--- src/rtl/tic_pkg.sv ---
// ----------------------------------------------------------------------------
// TIFF directory entry classifier package
// Shared widths, codes, tag numbers, queue and result types, and the small
// decode functions used by the front and back parts of the classifier.
// ----------------------------------------------------------------------------
package tic_pkg;

  localparam int MAX_ENTRIES_DEF = 512;

  localparam int OP_W      = 2;
  localparam int WORD_W    = 32;
  localparam int HALF_W    = 16;
  localparam int STATUS_W  = 3;
  localparam int SLOT_W    = 4;
  localparam int TYPE_W    = 16;
  localparam int COUNT_W   = 32;
  localparam int FSIZE_W   = 40;
  localparam int DOFF_W    = 40;
  localparam int DBYTES_W  = 35;
  // Directory positions: a 32-bit start plus a bounded directory length.
  localparam int ENT_OFF_W = 33;
  localparam int Q_DEPTH   = 2;

  // File layout constants in bytes.
  localparam int MIN_FILE_SIZE   = 8;
  localparam int COUNT_BYTES     = 2;
  localparam int ENTRY_BYTES     = 12;
  localparam int NEXT_PTR_BYTES  = 4;
  localparam int VALUE_FIELD_OFS = 8;
  localparam int INLINE_MAX      = 4;

  localparam logic [7:0]  BOM_LITTLE    = 8'h49;
  localparam logic [7:0]  BOM_BIG       = 8'h4D;
  localparam logic [15:0] TIFF_MAGIC    = 16'd42;
  localparam logic [15:0] BIGTIFF_MAGIC = 16'd43;

  // Field type codes.
  localparam logic [15:0] TYPE_BYTE      = 16'd1;
  localparam logic [15:0] TYPE_ASCII     = 16'd2;
  localparam logic [15:0] TYPE_SHORT     = 16'd3;
  localparam logic [15:0] TYPE_LONG      = 16'd4;
  localparam logic [15:0] TYPE_RATIONAL  = 16'd5;
  localparam logic [15:0] TYPE_SBYTE     = 16'd6;
  localparam logic [15:0] TYPE_UNDEFINED = 16'd7;
  localparam logic [15:0] TYPE_SSHORT    = 16'd8;
  localparam logic [15:0] TYPE_SLONG     = 16'd9;
  localparam logic [15:0] TYPE_SRATIONAL = 16'd10;
  localparam logic [15:0] TYPE_FLOAT     = 16'd11;
  localparam logic [15:0] TYPE_DOUBLE    = 16'd12;

  // Colour tags that get a slot of their own.
  localparam logic [15:0] TAG_COLOR_MATRIX1      = 16'd50721;
  localparam logic [15:0] TAG_CAMERA_CAL1        = 16'd50723;
  localparam logic [15:0] TAG_ANALOG_BALANCE     = 16'd50727;
  localparam logic [15:0] TAG_AS_SHOT_NEUTRAL    = 16'd50728;
  localparam logic [15:0] TAG_CAMERA_CAL_SIG     = 16'd50931;
  localparam logic [15:0] TAG_PROFILE_CAL_SIG    = 16'd50932;
  localparam logic [15:0] TAG_FORWARD_MATRIX1    = 16'd50964;
  // Second and third calibration tags.
  localparam logic [15:0] TAG_COLOR_MATRIX2      = 16'd50722;
  localparam logic [15:0] TAG_CAMERA_CAL2        = 16'd50724;
  localparam logic [15:0] TAG_REDUCTION_MATRIX2  = 16'd50726;
  localparam logic [15:0] TAG_CAL_ILLUMINANT2    = 16'd50779;
  localparam logic [15:0] TAG_FORWARD_MATRIX2    = 16'd50965;
  localparam logic [15:0] TAG_CAL_ILLUMINANT3    = 16'd52529;
  localparam logic [15:0] TAG_CAMERA_CAL3        = 16'd52530;
  localparam logic [15:0] TAG_COLOR_MATRIX3      = 16'd52531;
  localparam logic [15:0] TAG_FORWARD_MATRIX3    = 16'd52532;
  localparam logic [15:0] TAG_REDUCTION_MATRIX3  = 16'd52538;

  localparam logic [SLOT_W-1:0] SLOT_NONE            = 4'd0;
  localparam logic [SLOT_W-1:0] SLOT_COLOR_MATRIX1   = 4'd1;
  localparam logic [SLOT_W-1:0] SLOT_CAMERA_CAL1     = 4'd2;
  localparam logic [SLOT_W-1:0] SLOT_ANALOG_BALANCE  = 4'd3;
  localparam logic [SLOT_W-1:0] SLOT_AS_SHOT_NEUTRAL = 4'd4;
  localparam logic [SLOT_W-1:0] SLOT_CAMERA_CAL_SIG  = 4'd5;
  localparam logic [SLOT_W-1:0] SLOT_PROFILE_CAL_SIG = 4'd6;
  localparam logic [SLOT_W-1:0] SLOT_FORWARD_MATRIX1 = 4'd7;
  localparam logic [SLOT_W-1:0] SLOT_EXTRA_CAL       = 4'd8;

  typedef enum logic [OP_W-1:0] {
    OP_HEADER = 2'd0,
    OP_COUNT  = 2'd1,
    OP_ENTRY  = 2'd2
  } op_t;

  typedef enum logic [STATUS_W-1:0] {
    ST_OK         = 3'd0,
    ST_INVALID    = 3'd1,
    ST_BIGTIFF    = 3'd2,
    ST_BAD_OFFSET = 3'd3,
    ST_CAP        = 3'd4,
    ST_TRUNCATED  = 3'd5,
    ST_RANGE      = 3'd6,
    ST_SEQUENCE   = 3'd7
  } status_t;

  typedef enum logic [1:0] {
    PH_HEADER = 2'd0,
    PH_COUNT  = 2'd1,
    PH_ENTRY  = 2'd2,
    PH_DONE   = 2'd3
  } phase_t;

  // Size of one value of a field type, as a shift amount.
  typedef struct packed {
    logic       known;
    logic [1:0] shift;
  } type_info_t;

  // One pre-decoded item as it waits between the front and back parts.
  typedef struct packed {
    logic [OP_W-1:0]   op;
    logic [WORD_W-1:0] w0;
    logic [WORD_W-1:0] w1;
    logic [WORD_W-1:0] w2;
    logic [SLOT_W-1:0] slot_le;
    logic [SLOT_W-1:0] slot_be;
    type_info_t        tinfo_le;
    type_info_t        tinfo_be;
    status_t           hdr_status;
    logic              hdr_bom_ok;
    logic              hdr_little;
  } q_item_t;

  typedef struct packed {
    status_t             status;
    logic [SLOT_W-1:0]   slot;
    logic [TYPE_W-1:0]   field_type;
    logic [COUNT_W-1:0]  item_count;
    logic [DOFF_W-1:0]   data_offset;
    logic [DBYTES_W-1:0] data_bytes;
    logic                multi_cal_seen;
    logic                last;
  } result_t;

  // First two bytes of a word in the given byte order.
  function automatic logic [HALF_W-1:0] get16(input logic [WORD_W-1:0] w, input logic lit);
    return lit ? {w[23:16], w[31:24]} : w[31:16];
  endfunction

  // Last two bytes of a word in the given byte order.
  function automatic logic [HALF_W-1:0] get16b(input logic [WORD_W-1:0] w, input logic lit);
    return lit ? {w[7:0], w[15:8]} : w[15:0];
  endfunction

  function automatic logic [WORD_W-1:0] get32(input logic [WORD_W-1:0] w, input logic lit);
    return lit ? {w[7:0], w[15:8], w[23:16], w[31:24]} : w;
  endfunction

  function automatic type_info_t type_info(input logic [TYPE_W-1:0] t);
    type_info_t r;
    r = '0;
    unique case (t) inside
      TYPE_BYTE, TYPE_ASCII, TYPE_SBYTE, TYPE_UNDEFINED: r = '{known: 1'b1, shift: 2'd0};
      TYPE_SHORT, TYPE_SSHORT:                           r = '{known: 1'b1, shift: 2'd1};
      TYPE_LONG, TYPE_SLONG, TYPE_FLOAT:                 r = '{known: 1'b1, shift: 2'd2};
      TYPE_RATIONAL, TYPE_SRATIONAL, TYPE_DOUBLE:        r = '{known: 1'b1, shift: 2'd3};
      default:                                           r = '0;
    endcase
    return r;
  endfunction

  function automatic logic [SLOT_W-1:0] classify(input logic [HALF_W-1:0] tag);
    logic [SLOT_W-1:0] s;
    s = SLOT_NONE;
    unique case (tag) inside
      TAG_COLOR_MATRIX1:   s = SLOT_COLOR_MATRIX1;
      TAG_CAMERA_CAL1:     s = SLOT_CAMERA_CAL1;
      TAG_ANALOG_BALANCE:  s = SLOT_ANALOG_BALANCE;
      TAG_AS_SHOT_NEUTRAL: s = SLOT_AS_SHOT_NEUTRAL;
      TAG_CAMERA_CAL_SIG:  s = SLOT_CAMERA_CAL_SIG;
      TAG_PROFILE_CAL_SIG: s = SLOT_PROFILE_CAL_SIG;
      TAG_FORWARD_MATRIX1: s = SLOT_FORWARD_MATRIX1;
      TAG_COLOR_MATRIX2, TAG_CAMERA_CAL2, TAG_REDUCTION_MATRIX2, TAG_CAL_ILLUMINANT2,
      TAG_FORWARD_MATRIX2, TAG_CAL_ILLUMINANT3, TAG_CAMERA_CAL3, TAG_COLOR_MATRIX3,
      TAG_FORWARD_MATRIX3, TAG_REDUCTION_MATRIX3: s = SLOT_EXTRA_CAL;
      default:             s = SLOT_NONE;
    endcase
    return s;
  endfunction

endpackage

--- src/rtl/tic_item_if.sv ---
// ----------------------------------------------------------------------------
// Input item channel
// Valid/ready channel carrying one header, count or directory entry item.
// ----------------------------------------------------------------------------
interface tic_item_if;
  import tic_pkg::*;

  logic              valid;
  logic              ready;
  logic [OP_W-1:0]   op;
  logic [WORD_W-1:0] raw_word0;
  logic [WORD_W-1:0] raw_word1;
  logic [WORD_W-1:0] raw_word2;

  modport source (output valid, op, raw_word0, raw_word1, raw_word2, input ready);
  modport sink   (input valid, op, raw_word0, raw_word1, raw_word2, output ready);
endinterface

--- src/rtl/tic_result_if.sv ---
// ----------------------------------------------------------------------------
// Result channel
// Valid/ready channel carrying one classification result per item.
// ----------------------------------------------------------------------------
interface tic_result_if;
  import tic_pkg::*;

  logic                valid;
  logic                ready;
  logic [STATUS_W-1:0] status;
  logic [SLOT_W-1:0]   slot;
  logic [TYPE_W-1:0]   field_type;
  logic [COUNT_W-1:0]  item_count;
  logic [DOFF_W-1:0]   data_offset;
  logic [DBYTES_W-1:0] data_bytes;
  logic                multi_cal_seen;
  logic                last;

  modport source (output valid, status, slot, field_type, item_count, data_offset,
                  data_bytes, multi_cal_seen, last, input ready);
  modport sink   (input valid, status, slot, field_type, item_count, data_offset,
                  data_bytes, multi_cal_seen, last, output ready);
endinterface

--- src/rtl/tic_front.sv ---
// ----------------------------------------------------------------------------
// Classifier front end
// Accepts items and pre-decodes everything that does not depend on parser
// state: header checks, and tag slot and type size for both byte orders.
// ----------------------------------------------------------------------------
module tic_front (
  tic_item_if.sink           items,
  input  logic               q_full,
  output logic               push_valid,
  output tic_pkg::q_item_t   push_data
);
  import tic_pkg::*;

  logic [7:0]        bom0;
  logic [7:0]        bom1;
  logic              bom_ok;
  logic              bom_little;
  logic [HALF_W-1:0] magic;

  assign items.ready = !q_full;
  assign push_valid  = items.valid;

  // The header carries its own byte order, so its checks need no state.
  assign bom0       = items.raw_word0[31:24];
  assign bom1       = items.raw_word0[23:16];
  assign bom_little = (bom0 == BOM_LITTLE);
  assign bom_ok     = (bom0 == bom1) && ((bom0 == BOM_LITTLE) || (bom0 == BOM_BIG));
  assign magic      = get16b(items.raw_word0, bom_little);

  always_comb begin
    push_data            = '0;
    push_data.op         = items.op;
    push_data.w0         = items.raw_word0;
    push_data.w1         = items.raw_word1;
    push_data.w2         = items.raw_word2;
    push_data.slot_le    = classify(get16(items.raw_word0, 1'b1));
    push_data.slot_be    = classify(get16(items.raw_word0, 1'b0));
    push_data.tinfo_le   = type_info(get16b(items.raw_word0, 1'b1));
    push_data.tinfo_be   = type_info(get16b(items.raw_word0, 1'b0));
    push_data.hdr_bom_ok = bom_ok;
    push_data.hdr_little = bom_little;
    if (!bom_ok) begin
      push_data.hdr_status = ST_INVALID;
    end else if (magic == BIGTIFF_MAGIC) begin
      push_data.hdr_status = ST_BIGTIFF;
    end else if (magic != TIFF_MAGIC) begin
      push_data.hdr_status = ST_INVALID;
    end else begin
      push_data.hdr_status = ST_OK;
    end
  end

endmodule

--- src/rtl/tic_queue.sv ---
// ----------------------------------------------------------------------------
// Classifier item queue
// Short register queue between the front end and the back end.
// ----------------------------------------------------------------------------
module tic_queue (
  input  logic             clk,
  input  logic             rst,
  input  logic             push_valid,
  input  tic_pkg::q_item_t push_data,
  output logic             full,
  input  logic             pop,
  output logic             pop_valid,
  output tic_pkg::q_item_t pop_data
);
  import tic_pkg::*;

  localparam int PTR_W = (Q_DEPTH > 1) ? $clog2(Q_DEPTH) : 1;
  localparam int CNT_W = $clog2(Q_DEPTH + 1);

  q_item_t           entries [Q_DEPTH];
  logic [PTR_W-1:0]  wr_ptr;
  logic [PTR_W-1:0]  rd_ptr;
  logic [CNT_W-1:0]  fill;
  logic              do_push;
  logic              do_pop;

  assign full      = (fill == CNT_W'(Q_DEPTH));
  assign pop_valid = (fill != '0);
  assign pop_data  = entries[rd_ptr];
  assign do_push   = push_valid && !full;
  assign do_pop    = pop && pop_valid;

  always_ff @(posedge clk) begin
    if (do_push) begin
      entries[wr_ptr] <= push_data;
    end
  end

  always_ff @(posedge clk) begin
    if (rst) begin
      wr_ptr <= '0;
      rd_ptr <= '0;
      fill   <= '0;
    end else begin
      if (do_push) begin
        wr_ptr <= (wr_ptr == PTR_W'(Q_DEPTH - 1)) ? '0 : wr_ptr + PTR_W'(1);
      end
      if (do_pop) begin
        rd_ptr <= (rd_ptr == PTR_W'(Q_DEPTH - 1)) ? '0 : rd_ptr + PTR_W'(1);
      end
      if (do_push && !do_pop) begin
        fill <= fill + CNT_W'(1);
      end else if (do_pop && !do_push) begin
        fill <= fill - CNT_W'(1);
      end
    end
  end

endmodule

--- src/rtl/tic_back.sv ---
// ----------------------------------------------------------------------------
// Classifier back end
// Holds the parser state, runs the bound checks, and keeps the result in an
// output register, which stalls the back end while a result waits.
// ----------------------------------------------------------------------------
module tic_back #(
  parameter int MAX_ENTRIES = tic_pkg::MAX_ENTRIES_DEF
) (
  input  logic                          clk,
  input  logic                          rst,
  input  logic                          file_size_we,
  input  logic [tic_pkg::FSIZE_W-1:0]   file_size_wdata,
  input  logic                          q_valid,
  input  tic_pkg::q_item_t              q_data,
  output logic                          q_pop,
  tic_result_if.source                  results
);
  import tic_pkg::*;

  localparam int ENT_W = $clog2(MAX_ENTRIES + 1);
  localparam logic [HALF_W-1:0] MAX_COUNT = HALF_W'(MAX_ENTRIES);

  logic [FSIZE_W-1:0]   file_size;
  phase_t               phase;
  phase_t               phase_next;
  logic                 little_order;
  logic                 little_next;
  logic [WORD_W-1:0]    dir_start;
  logic [WORD_W-1:0]    dir_start_next;
  logic [ENT_W-1:0]     entries_left;
  logic [ENT_W-1:0]     entries_left_next;
  logic [ENT_OFF_W-1:0] ent_off;
  logic [ENT_OFF_W-1:0] ent_off_next;
  logic                 calib_flag;
  logic                 calib_next;
  logic                 out_valid;
  result_t              result;
  result_t              result_next;

  logic                 step;
  logic                 seq_err;
  logic [HALF_W-1:0]    count_val;
  logic [19:0]          count_x12;
  logic [ENT_OFF_W-1:0] dir_end;
  logic [WORD_W-1:0]    root;
  logic [ENT_OFF_W-1:0] root_end;
  logic [TYPE_W-1:0]    ftype;
  logic [COUNT_W-1:0]   icount;
  type_info_t           tinfo;
  logic [SLOT_W-1:0]    slot_sel;
  logic [DBYTES_W-1:0]  dbytes;
  logic [DOFF_W-1:0]    doff;
  logic [DOFF_W:0]      end_sum;
  logic                 range_err;

  // The back end moves when an item waits and the output register is free or being emptied.
  assign step  = q_valid && (!out_valid || results.ready);
  assign q_pop = step;

  // Count item: directory must fit with its count field and next pointer.
  assign count_val = get16(q_data.w0, little_order);
  assign count_x12 = {1'b0, count_val, 3'b000} + {2'b00, count_val, 2'b00};
  assign dir_end   = ENT_OFF_W'(dir_start) + ENT_OFF_W'(COUNT_BYTES + NEXT_PTR_BYTES)
                   + ENT_OFF_W'(count_x12);

  // Header: the root directory needs room for at least its count field.
  assign root     = get32(q_data.w1, q_data.hdr_little);
  assign root_end = ENT_OFF_W'(root) + ENT_OFF_W'(COUNT_BYTES);

  // Entry decode in the current byte order.
  assign ftype    = get16b(q_data.w0, little_order);
  assign icount   = get32(q_data.w1, little_order);
  assign tinfo    = little_order ? q_data.tinfo_le : q_data.tinfo_be;
  assign slot_sel = little_order ? q_data.slot_le : q_data.slot_be;
  assign dbytes   = tinfo.known ? (DBYTES_W'(icount) << tinfo.shift) : '0;
  assign doff     = (dbytes <= DBYTES_W'(INLINE_MAX)) ? DOFF_W'(ent_off)
                                                      : DOFF_W'(get32(q_data.w2, little_order));
  // The payload fits exactly when its end does not pass the file end.
  assign end_sum   = {1'b0, doff} + (DOFF_W + 1)'(dbytes);
  assign range_err = end_sum > {1'b0, file_size};

  always_comb begin
    phase_next        = phase;
    little_next       = little_order;
    dir_start_next    = dir_start;
    entries_left_next = entries_left;
    ent_off_next      = ent_off;
    calib_next        = calib_flag;
    seq_err           = 1'b0;
    result_next       = '0;
    if (step) begin
      unique case (op_t'(q_data.op))
        OP_HEADER: begin
          calib_next        = 1'b0;
          entries_left_next = '0;
          phase_next        = PH_DONE;
          result_next.last  = 1'b1;
          if (file_size < FSIZE_W'(MIN_FILE_SIZE)) begin
            result_next.status = ST_TRUNCATED;
          end else begin
            if (q_data.hdr_bom_ok) begin
              little_next = q_data.hdr_little;
            end
            if (q_data.hdr_status != ST_OK) begin
              result_next.status = q_data.hdr_status;
            end else if ((root == '0) || (FSIZE_W'(root_end) > file_size)) begin
              result_next.status = ST_BAD_OFFSET;
            end else begin
              dir_start_next   = root;
              phase_next       = PH_COUNT;
              result_next.last = 1'b0;
            end
          end
        end
        OP_COUNT: begin
          if (phase == PH_COUNT) begin
            result_next.item_count = COUNT_W'(count_val);
            phase_next             = PH_DONE;
            result_next.last       = 1'b1;
            if (count_val > MAX_COUNT) begin
              result_next.status = ST_CAP;
            end else if (FSIZE_W'(dir_end) > file_size) begin
              result_next.status = ST_TRUNCATED;
            end else if (count_val != '0) begin
              entries_left_next = ENT_W'(count_val);
              ent_off_next      = ENT_OFF_W'(dir_start)
                                + ENT_OFF_W'(COUNT_BYTES + VALUE_FIELD_OFS);
              phase_next        = PH_ENTRY;
              result_next.last  = 1'b0;
            end
          end else begin
            seq_err = 1'b1;
          end
        end
        OP_ENTRY: begin
          if (phase == PH_ENTRY) begin
            result_next.field_type = ftype;
            result_next.item_count = icount;
            if (tinfo.known) begin
              result_next.data_bytes  = dbytes;
              result_next.data_offset = doff;
            end
            if (tinfo.known && range_err) begin
              result_next.status = ST_RANGE;
              phase_next         = PH_DONE;
              result_next.last   = 1'b1;
            end else begin
              if (tinfo.known) begin
                result_next.slot = slot_sel;
                if (slot_sel == SLOT_EXTRA_CAL) begin
                  calib_next = 1'b1;
                end
              end
              entries_left_next = entries_left - ENT_W'(1);
              ent_off_next      = ent_off + ENT_OFF_W'(ENTRY_BYTES);
              if (entries_left == ENT_W'(1)) begin
                phase_next       = PH_DONE;
                result_next.last = 1'b1;
              end
            end
          end else begin
            seq_err = 1'b1;
          end
        end
        default: begin
          seq_err = 1'b1;
        end
      endcase
      if (seq_err) begin
        result_next        = '0;
        result_next.status = ST_SEQUENCE;
        result_next.last   = 1'b1;
        phase_next         = PH_DONE;
      end
      result_next.multi_cal_seen = calib_next;
    end
  end

  always_ff @(posedge clk) begin
    if (rst) begin
      phase <= PH_HEADER;
    end else begin
      phase <= phase_next;
    end
  end

  always_ff @(posedge clk) begin
    if (rst) begin
      file_size    <= '0;
      little_order <= 1'b1;
      dir_start    <= '0;
      entries_left <= '0;
      ent_off      <= '0;
      calib_flag   <= 1'b0;
      out_valid    <= 1'b0;
    end else begin
      if (file_size_we) begin
        file_size <= file_size_wdata;
      end
      little_order <= little_next;
      dir_start    <= dir_start_next;
      entries_left <= entries_left_next;
      ent_off      <= ent_off_next;
      calib_flag   <= calib_next;
      if (step) begin
        out_valid <= 1'b1;
      end else if (results.ready) begin
        out_valid <= 1'b0;
      end
    end
  end

  always_ff @(posedge clk) begin
    if (step) begin
      result <= result_next;
    end
  end

  assign results.valid          = out_valid;
  assign results.status         = result.status;
  assign results.slot           = result.slot;
  assign results.field_type     = result.field_type;
  assign results.item_count     = result.item_count;
  assign results.data_offset    = result.data_offset;
  assign results.data_bytes     = result.data_bytes;
  assign results.multi_cal_seen = result.multi_cal_seen;
  assign results.last           = result.last;

endmodule

--- src/rtl/tiff_ifd_entry_classifier.sv ---
// ----------------------------------------------------------------------------
// TIFF first-directory entry classifier
// Parses the classic TIFF header, the entry count and the 12-byte entries of
// the first directory, and classifies colour and calibration tags.
// ----------------------------------------------------------------------------
// Usage:
//   items carries the header, then the entry count, then one directory entry
//   per transfer. results returns exactly one result per item, in order.
//   file_size is written through file_size_we/file_size_wdata while the block
//   is idle; the header, count and entry range checks use it.
// Flow and throughput:
//   An item is registered in the two-entry queue behind the front end when it
//   transfers; the back end then takes it from the queue and writes the output
//   register, from which its result leaves on the results channel. One item
//   per cycle is sustained while results is ready; the rate is set by the back
//   end, which does one entry's bound add and compare per cycle.
// Stalls:
//   When results is not ready the output register holds its result; the back
//   end stops, the queue fills, and items.ready drops once the queue is full.
// Reset:
//   Synchronous reset clears the queue, the output register valid, file_size,
//   the calibration flag and the parser phase, which then awaits a header.
//   The byte order resets to little endian.
// ----------------------------------------------------------------------------
module tiff_ifd_entry_classifier #(
  parameter int MAX_ENTRIES = tic_pkg::MAX_ENTRIES_DEF
) (
  input  logic                        clk,
  input  logic                        rst,
  tic_item_if.sink                    items,
  tic_result_if.source                results,
  input  logic                        file_size_we,
  input  logic [tic_pkg::FSIZE_W-1:0] file_size_wdata
);
  import tic_pkg::*;

  // Queue handshake between the front end and the back end.
  logic    q_full;
  logic    q_push;
  q_item_t q_push_data;
  logic    q_pop;
  logic    q_valid;
  q_item_t q_data;

  // The front end does the state-free decoding: header byte order and magic,
  // and tag slot plus type size for both byte orders, so the back end only
  // has to select by the current byte order.
  tic_front u_front (
    .items      (items),
    .q_full     (q_full),
    .push_valid (q_push),
    .push_data  (q_push_data)
  );

  // Short queue that lets the front take items while the back stalls, until it is full.
  tic_queue u_queue (
    .clk        (clk),
    .rst        (rst),
    .push_valid (q_push),
    .push_data  (q_push_data),
    .full       (q_full),
    .pop        (q_pop),
    .pop_valid  (q_valid),
    .pop_data   (q_data)
  );

  // The back end owns the parser phase, directory position, entry countdown,
  // the sticky calibration flag and the output register.
  tic_back #(
    .MAX_ENTRIES (MAX_ENTRIES)
  ) u_back (
    .clk             (clk),
    .rst             (rst),
    .file_size_we    (file_size_we),
    .file_size_wdata (file_size_wdata),
    .q_valid         (q_valid),
    .q_data          (q_data),
    .q_pop           (q_pop),
    .results         (results)
  );

`ifndef SYNTHESIS
  // Any error ends the directory, so the result must be marked last.
  assert property (@(posedge clk) disable iff (rst)
    results.valid && (results.status != ST_OK) |-> results.last)
    else $error("error result without last");

  // A slot is only reported for an entry that passed its checks.
  assert property (@(posedge clk) disable iff (rst)
    results.valid && (results.slot != SLOT_NONE) |-> (results.status == ST_OK))
    else $error("slot reported on a failed item");

  // A payload length only comes from a known field type.
  assert property (@(posedge clk) disable iff (rst)
    results.valid && (results.data_bytes != '0) |->
      (results.field_type != '0) && (results.field_type <= TYPE_DOUBLE))
    else $error("payload length with unknown field type");

  // The back end never takes an item from an empty queue.
  assert property (@(posedge clk) disable iff (rst)
    q_pop |-> q_valid)
    else $error("queue popped while empty");
`endif

endmodule
--- src/flat_wrapper.sv ---
// flat-port wrapper written by rule: the top's interface ports become plain ports
module tiff_ifd_entry_classifier_flat import tic_pkg::*;
#(
  parameter int MAX_ENTRIES = tic_pkg::MAX_ENTRIES_DEF
)
  (clk, rst, file_size_we, file_size_wdata, items_valid, items_op, items_raw_word0, items_raw_word1, items_raw_word2, items_ready, results_valid, results_status, results_slot, results_field_type, results_item_count, results_data_offset, results_data_bytes, results_multi_cal_seen, results_last, results_ready);
  tic_item_if items_i ();
  tic_result_if results_i ();
  input  logic clk;
  input  logic rst;
  input  logic file_size_we;
  input  logic [tic_pkg::FSIZE_W-1:0] file_size_wdata;
  input wire logic [$bits(items_i.valid)-1:0] items_valid;
  input wire logic [$bits(items_i.op)-1:0] items_op;
  input wire logic [$bits(items_i.raw_word0)-1:0] items_raw_word0;
  input wire logic [$bits(items_i.raw_word1)-1:0] items_raw_word1;
  input wire logic [$bits(items_i.raw_word2)-1:0] items_raw_word2;
  output wire logic [$bits(items_i.ready)-1:0] items_ready;
  output wire logic [$bits(results_i.valid)-1:0] results_valid;
  output wire logic [$bits(results_i.status)-1:0] results_status;
  output wire logic [$bits(results_i.slot)-1:0] results_slot;
  output wire logic [$bits(results_i.field_type)-1:0] results_field_type;
  output wire logic [$bits(results_i.item_count)-1:0] results_item_count;
  output wire logic [$bits(results_i.data_offset)-1:0] results_data_offset;
  output wire logic [$bits(results_i.data_bytes)-1:0] results_data_bytes;
  output wire logic [$bits(results_i.multi_cal_seen)-1:0] results_multi_cal_seen;
  output wire logic [$bits(results_i.last)-1:0] results_last;
  input wire logic [$bits(results_i.ready)-1:0] results_ready;
  assign items_i.valid = items_valid;
  assign items_i.op = items_op;
  assign items_i.raw_word0 = items_raw_word0;
  assign items_i.raw_word1 = items_raw_word1;
  assign items_i.raw_word2 = items_raw_word2;
  assign items_ready = items_i.ready;
  assign results_valid = results_i.valid;
  assign results_status = results_i.status;
  assign results_slot = results_i.slot;
  assign results_field_type = results_i.field_type;
  assign results_item_count = results_i.item_count;
  assign results_data_offset = results_i.data_offset;
  assign results_data_bytes = results_i.data_bytes;
  assign results_multi_cal_seen = results_i.multi_cal_seen;
  assign results_last = results_i.last;
  assign results_i.ready = results_ready;
  tiff_ifd_entry_classifier #(.MAX_ENTRIES(MAX_ENTRIES)) u_core (.clk(clk), .rst(rst), .items(items_i), .results(results_i), .file_size_we(file_size_we), .file_size_wdata(file_size_wdata));
endmodule
--- config.mk ---
export PLATFORM = sky130hd
export DESIGN_NAME = tiff_ifd_entry_classifier_flat
export DESIGN_NICKNAME = d
export VERILOG_FILES = /design/src/rtl/tic_pkg.sv /design/src/rtl/tic_item_if.sv /design/src/rtl/tic_result_if.sv /design/src/rtl/tic_front.sv /design/src/rtl/tic_queue.sv /design/src/rtl/tic_back.sv /design/src/rtl/tiff_ifd_entry_classifier.sv /design/src/flat_wrapper.sv
export SDC_FILE = /design/constraint.sdc
export NUM_CORES = 1
export LEC_CHECK = 0
export BUFFER_PORTS_ARGS = -buffer_cell sky130_fd_sc_hd__buf_2
export CORE_MARGIN = 1.5
export CORE_UTILIZATION = 45
export CTS_BUF_LIST = sky130_fd_sc_hd__clkbuf_16
export CTS_CLUSTER_SIZE = 12
export DETAILED_ROUTE_END_ITERATION = 12
export SYNTH_ARGS = -nofsm -noshare
export SYNTH_HDL_FRONTEND = slang
export SYNTH_HIERARCHICAL = 1
export SYNTH_SLANG_ARGS = --single-unit
--- constraint.sdc ---
create_clock -name clk -period 11.4 [get_ports clk]
set_clock_uncertainty 0.1 [all_clocks]
set_input_delay 0.57 -clock clk [delete_from_list [all_inputs] [get_ports clk]]
set_output_delay 0.57 -clock clk [all_outputs]
set_load 0.05 [all_outputs]
### Word level (Yosys, flattened, before mapping)

Memories as Yosys holds them, arrays and structs flattened. A register that Yosys moved wholly into a read port is not among the register bits.
Cells that the tools add are included.

* flip-flop bits (word level): 256
* latch bits: 0
* bits in writable memories: 232
* ROM bits: 0
* input bits: 143
* output and inout port bits: 134
* word-level logic and storage cells: 253
* memories kept: 1

* $add $sub $neg: 12
* $mul: 0
* divide/modulo/power cells: 0
* order comparisons: 6
* eq/ne operators: 79
* shifts and indexed selects: 1
* muxes and demuxes: 87
* bitwise operators: 6
* reductions and logical operators: 42

Memories
* u_core.u_queue.entries: words 2, bits a word 116, rd ports 1, clocked after Yosys merged registers in 1, wr ports 1, line tic_queue.sv:20 `q_item_t entries [Q_DEPTH];`

Operator list (count)
* $eq 16x16->1 const B: 34
* $mux 33: 7
* $eq 16x4->1 const B: 10
* $mux 130: 1
* $eq 16x3->1 const B: 8
* $mux 32: 3
* $gt 33x40->1: 2
* $mux 68: 1
* $pmux 33 s2: 1
* $eq 16x2->1 const B: 4
* $mux 16: 4
* $pmux 32 s2: 1
* $pmux 4 s8: 2
* $mux 10: 6
* $gt 36x40->1: 1
* $lt 40x4->1 const B: 1
* $add 33x35->36: 1
* $le 35x3->1 const B: 1
* $mux 35: 1
* $shl 32x2->35: 1
* $add 32x2->33 const B: 1
* $add 32x3->33 const B: 1
* $add 32x4->33 const B: 1
* $add 33x20->33: 1
* 47 further kinds: 139

### Longest topological paths before layout

* depth after elaboration: 12
* mapped depth: 38
* gate-level depth less buffers: 31

### Hierarchy

Netlist, hierarchy kept.

Modules (own cells, without submodules)
* tic_back: instances 1, cells an instance 2314, area an instance 20558.5 um^2, sequential area each 6155.9 um^2
* tic_queue: instances 1, cells an instance 389, area an instance 8773.4 um^2, sequential area each 7126.8 um^2
* tic_front: instances 1, cells an instance 239, area an instance 1666.6 um^2, sequential area each 0.0 um^2

### Least setup slack after synthesis

OpenSTA, ideal clock, no wires.

* path type: register -> register
* start: register with a tool-made name
* end: register u_core.u_back.entries_left[5]
* library setup time: 0.070 ns
* data arrival time: 8.533 ns
* data required time: 11.230 ns
* setup slack: 2.696 ns
* stages on the path, launching flop included: 34
* path buffers: 5
* period minus slack after synthesis: 8.704 ns
* path through: dfxtp_1 buf_6 buf_2 mux2_2 mux2i_2 buf_2 mux4_2 a22oi_1 nand2_1 a2111oi_2 nand3_1 nor4_4 buf_6 mux2_4 ha_1 a2111oi_0 o21a_1 o21ai_0 a2111oi_0 o21ai_0 o221ai_1 o21ai_0 a21oi_1 xnor2_1 ha_1 nand4_1 or4_1 nor3_1 and4_1 nand2b_1 o211ai_1 clkbuf_1 or4b_1 a21oi_1

RTL lines
* to (signal assigned): line tic_back.sv:202 `entries_left <= entries_left_next;`
* to (decl): line tic_back.sv:30 `logic [ENT_W-1:0] entries_left;`

==> run metrics <==
worst-skew pair later-pin latency=620 ps; post-layout minimum cycle time=roughly 11000 ps; Gates resized, CTS repair=0; Remaining Overflow, GRT=0; outcome=finished clean; Top Metal Used=met4; vias in the first global route=23400; Wirelength per Cell=approximately 26 um; GP Congestion=about 1.0; CP Data Required Time=11570 ps; final setup vio count=0; multi-input combinational cell area=about 16000 sq um; DRT antenna net count=0; final period utilization=0.933; syn_area_per_cell=10.5 sq um; clock slew at reported path FFs=roughly 60 ps; sequential area share after synthesis=0.428; Layout Nets=3376; H-Tree Level Count=2; CP endpoint kind=register; fillers=around 6200; CTS Buffer Depth=3; Synth Area in Compound Gates=0.117; Peak supply drop=0.158 mV; Post-synth EDFFs=roughly 360; antenna violations before repair=0; Synth warnings=6; area grow syn2layout=9.81%; startpoint types=register; critical setup path kind=register to register; worst hold endpoint=u_core/u_queue/entries[1][64]; leakage power=13.7 nW; # hold bufs at CTS=0; r2r endpoint=u_core/u_back/results.multi_cal_seen; worst reg2reg path depth=30; CTS root buf=clkbuf_16; slowest CP cell=o41ai_1; sequential cell area=around 13000 sq um; Adder-Cell Fraction of Synth Area=0.0780; layout cell share with drive strength beyond 1=0.201; Psw=approximately 0.0048 W; pins over their slew limit=0; clock share of power=0.170; Post-synth ARST share=0; hold wc startpoint=items_raw_word1[13]; Net Sw Frac=0.470; port bufs=roughly 270; met2 wire len=~48000 um; Synth Instances=approximately 3000; post-CTS setup buffer count=0; Top cell by count, worst path=a21oi_1; mapped cell area=31000 sq um; max cap viols=0; Slew HR=0.185; hold depth=1; routed metal-1 wire length=44800 um; min-delay worst type=primary input to register; Combinational Power Share=0.588; Initial Util=0.454; die area=around 70000 sq um; clk sinks=484; global-route wire length before repair=around 150000 um; Worst EP arrival=around 11000 ps; Yosys reg bits=roughly 480; multiplexer area fraction after synthesis=0.139; final setup TNS=0 ps; Netlist cell types=94; sequential group share of total power=0.242; Pwr Density=around 300 nW/um^2; core footprint=between 60000 and 70000 sq um; total power=approximately 0.010 W; largest family of logic cells by synthesized area=multiplexers; Hold Fails Final Rpt=0; FMAX=about 94 MHz; IO Count=~280; Final Routed Wirelength=between 100000 and 150000 um; CTS buffer count=54; Detail Route met3 WL=roughly 6900 um; Post-DP HPWL=79500 um; Remaining DRCs=0; CP max stage delay=900 ps; Int Power=0.00539 W; critical path fanouts, max=14; DIE WIDTH=roughly 270 um; Via Count=~24000; RSZ-0062 raised after global routing=false; XOR/XNOR share of the synthesized area=0.0362; initial drt markers=2027; CTS tree=built; Worst-Margin Slew=between 1000 and 1500 ps; simple-gate share of the synthesized area=0.132; number of iterations in the first detailed-routing pass=6; R2R Setup Slk=760 ps; DR vias/cell=~6.0; GRT Total Usage=0.291; pin count of the biggest net entering global routing=between 70 and 80; # rows=96; Die Ht=roughly 270 um; main flop type after synthesis=edfxtp_1
-- placed cells by master, fill, tap and decap left out, drive strengths merged, types with 10 or more instances in the layout --
cell	instances
xnor2	82
nand4	51
and3	23
nand2b	14
ha	166
nor4	41
edfxtp	359
and2	55
clkbuf	56
a21o	56
xor2	46
o211ai	24
or3	20
inv	162
fa	17
buf	314
nor2	261
o21a	15
nand3	60
nor3	39
o21bai	13
a211oi	65
nor2b	30
clkinv	20
mux2i	171
a22oi	20
a21oi	126
mux4	16
mux2	182
o311ai	10
o21ai	95
a31oi	21
dfxtp	125
o31ai	13
nand2	148
o22ai	29
-- critical path, delay by kind of cell (launching register included) --
kind | cells | cell delay, ps
AOI/OAI and AO/OA | 17 | 5140
xor gates and xnor gates | 1 | 150
adders and majority gates | 2 | 610
DFF | 1 | 360
muxes | 4 | 2230
buffers and inverters | 2 | 570
and+or+nand+nor | 4 | 1090
-- registers in the layout, summed over array words and instances (netlist names), 10 cells and up, named ones only --
name and cells:
u_core/u_queue/entries 234, u_core/u_back/file_size 40, u_core/u_back/results.data_bytes 35, u_core/u_back/ent_off 33, u_core/u_back/results.data_offset 33, u_core/u_back/dir_start 32, u_core/u_back/results.item_count 32, u_core/u_back/results.field_type 16
u_core/u_back/entries_left 10
-- metrics by stage --
stage	setup WS (ps)	hold slack (ps)	util	std cells	cell area (sq um)
floorplan	2700	329	-	2948	31000
global placement	1050	368	0.473	3876	32300
detailed placement	833	388	0.473	3876	32300
CTS	768	8.69	0.498	3973	34000
global route	190	21.6	0.498	3973	34000
finish	764	37.5	0.498	3974	34000
-- cell families (layout without fill, tap and decap cells) --
group | Yosys count | count (layout)
compound gates | 549 | 549
fa+ha+maj | 183 | 183
mux | 369 | 369
flops | 484 | 484
other cells | 2 | 9
xor+xnor | 128 | 128
buf+inv | 417 | 560
simple gates | 810 | 810
-- worst max path at each step --
stage / start / end / slack [ps] / cells past startpoint
floorplan: register / u_core/u_back/entries_left[5] / 2700 / 33
global placement: register / u_core/u_back/results.multi_cal_seen / 1050 / 30
detailed placement: register / u_core/u_back/results.multi_cal_seen / 830 / 30
CTS: register / u_core/u_back/results.multi_cal_seen / 770 / 30
global route: register / u_core/u_back/entries_left[7] / 190 / 34
finish: register / u_core/u_back/results.multi_cal_seen / 760 / 30
-- synth_stat cells (all sizes together), types with 41 or more instances --
| cell type | instances | share of area |
|---|---|---|
| a21o | 56 | 0.014 |
| nand3 | 60 | 0.0097 |
| xor2 | 46 | 0.013 |
| ha | 166 | 0.067 |
| mux2i | 171 | 0.055 |
| a21oi | 126 | 0.020 |
| clkbuf | 107 | 0.013 |
| a211oi | 65 | 0.016 |
| mux2 | 182 | 0.073 |
| nor4 | 41 | 0.0090 |
| buf | 161 | 0.037 |
| nand2 | 148 | 0.018 |
| o21ai | 95 | 0.015 |
| nand4 | 51 | 0.010 |
| and2 | 55 | 0.011 |
| xnor2 | 82 | 0.023 |
| edfxtp | 359 | 0.35 |
| nor2 | 261 | 0.032 |
| inv | 148 | 0.018 |
| dfxtp | 125 | 0.081 |
-- metal layers --
layer | GRT usage | up-vias
li1 | - | 11000
met1 | 0.387 | 11700
met2 | 0.470 | 975
met3 | 0.0464 | 199
met4 | 0.120 | 0
met5 | 0 | -
-- power groups by stage --
| stage | Sequential, W | Clock, W | Combinational [W] |
|---|---|---|---|
| after global placement | 0.00249 | 0 | 0.00581 |
| after floorplan | 0.00317 | 0 | 0.00357 |
| after CTS | 0.00247 | 0.00176 | 0.00592 |
| final | 0.00246 | 0.00173 | 0.00599 |
| after global routing | 0.00249 | 0.00183 | 0.00646 |
| after detailed placement | 0.00249 | 0 | 0.00588 |
-- layout make-up --
| cell class | count | share of cell area |
|---|---|---|
| diodes | 1 | 0.0000735 |
| flip-flops and latches | 484 | 0.390 |
| repair buffers | 314 | 0.0495 |
| multi-input cells | 2047 | 0.460 |
| inverters | 149 | 0.0167 |
| clock buffers | 56 | 0.0412 |
| clock inverters | 41 | 0.00996 |
| well taps | 882 | 0.0324 |
(Power assumes the default switching activity.)
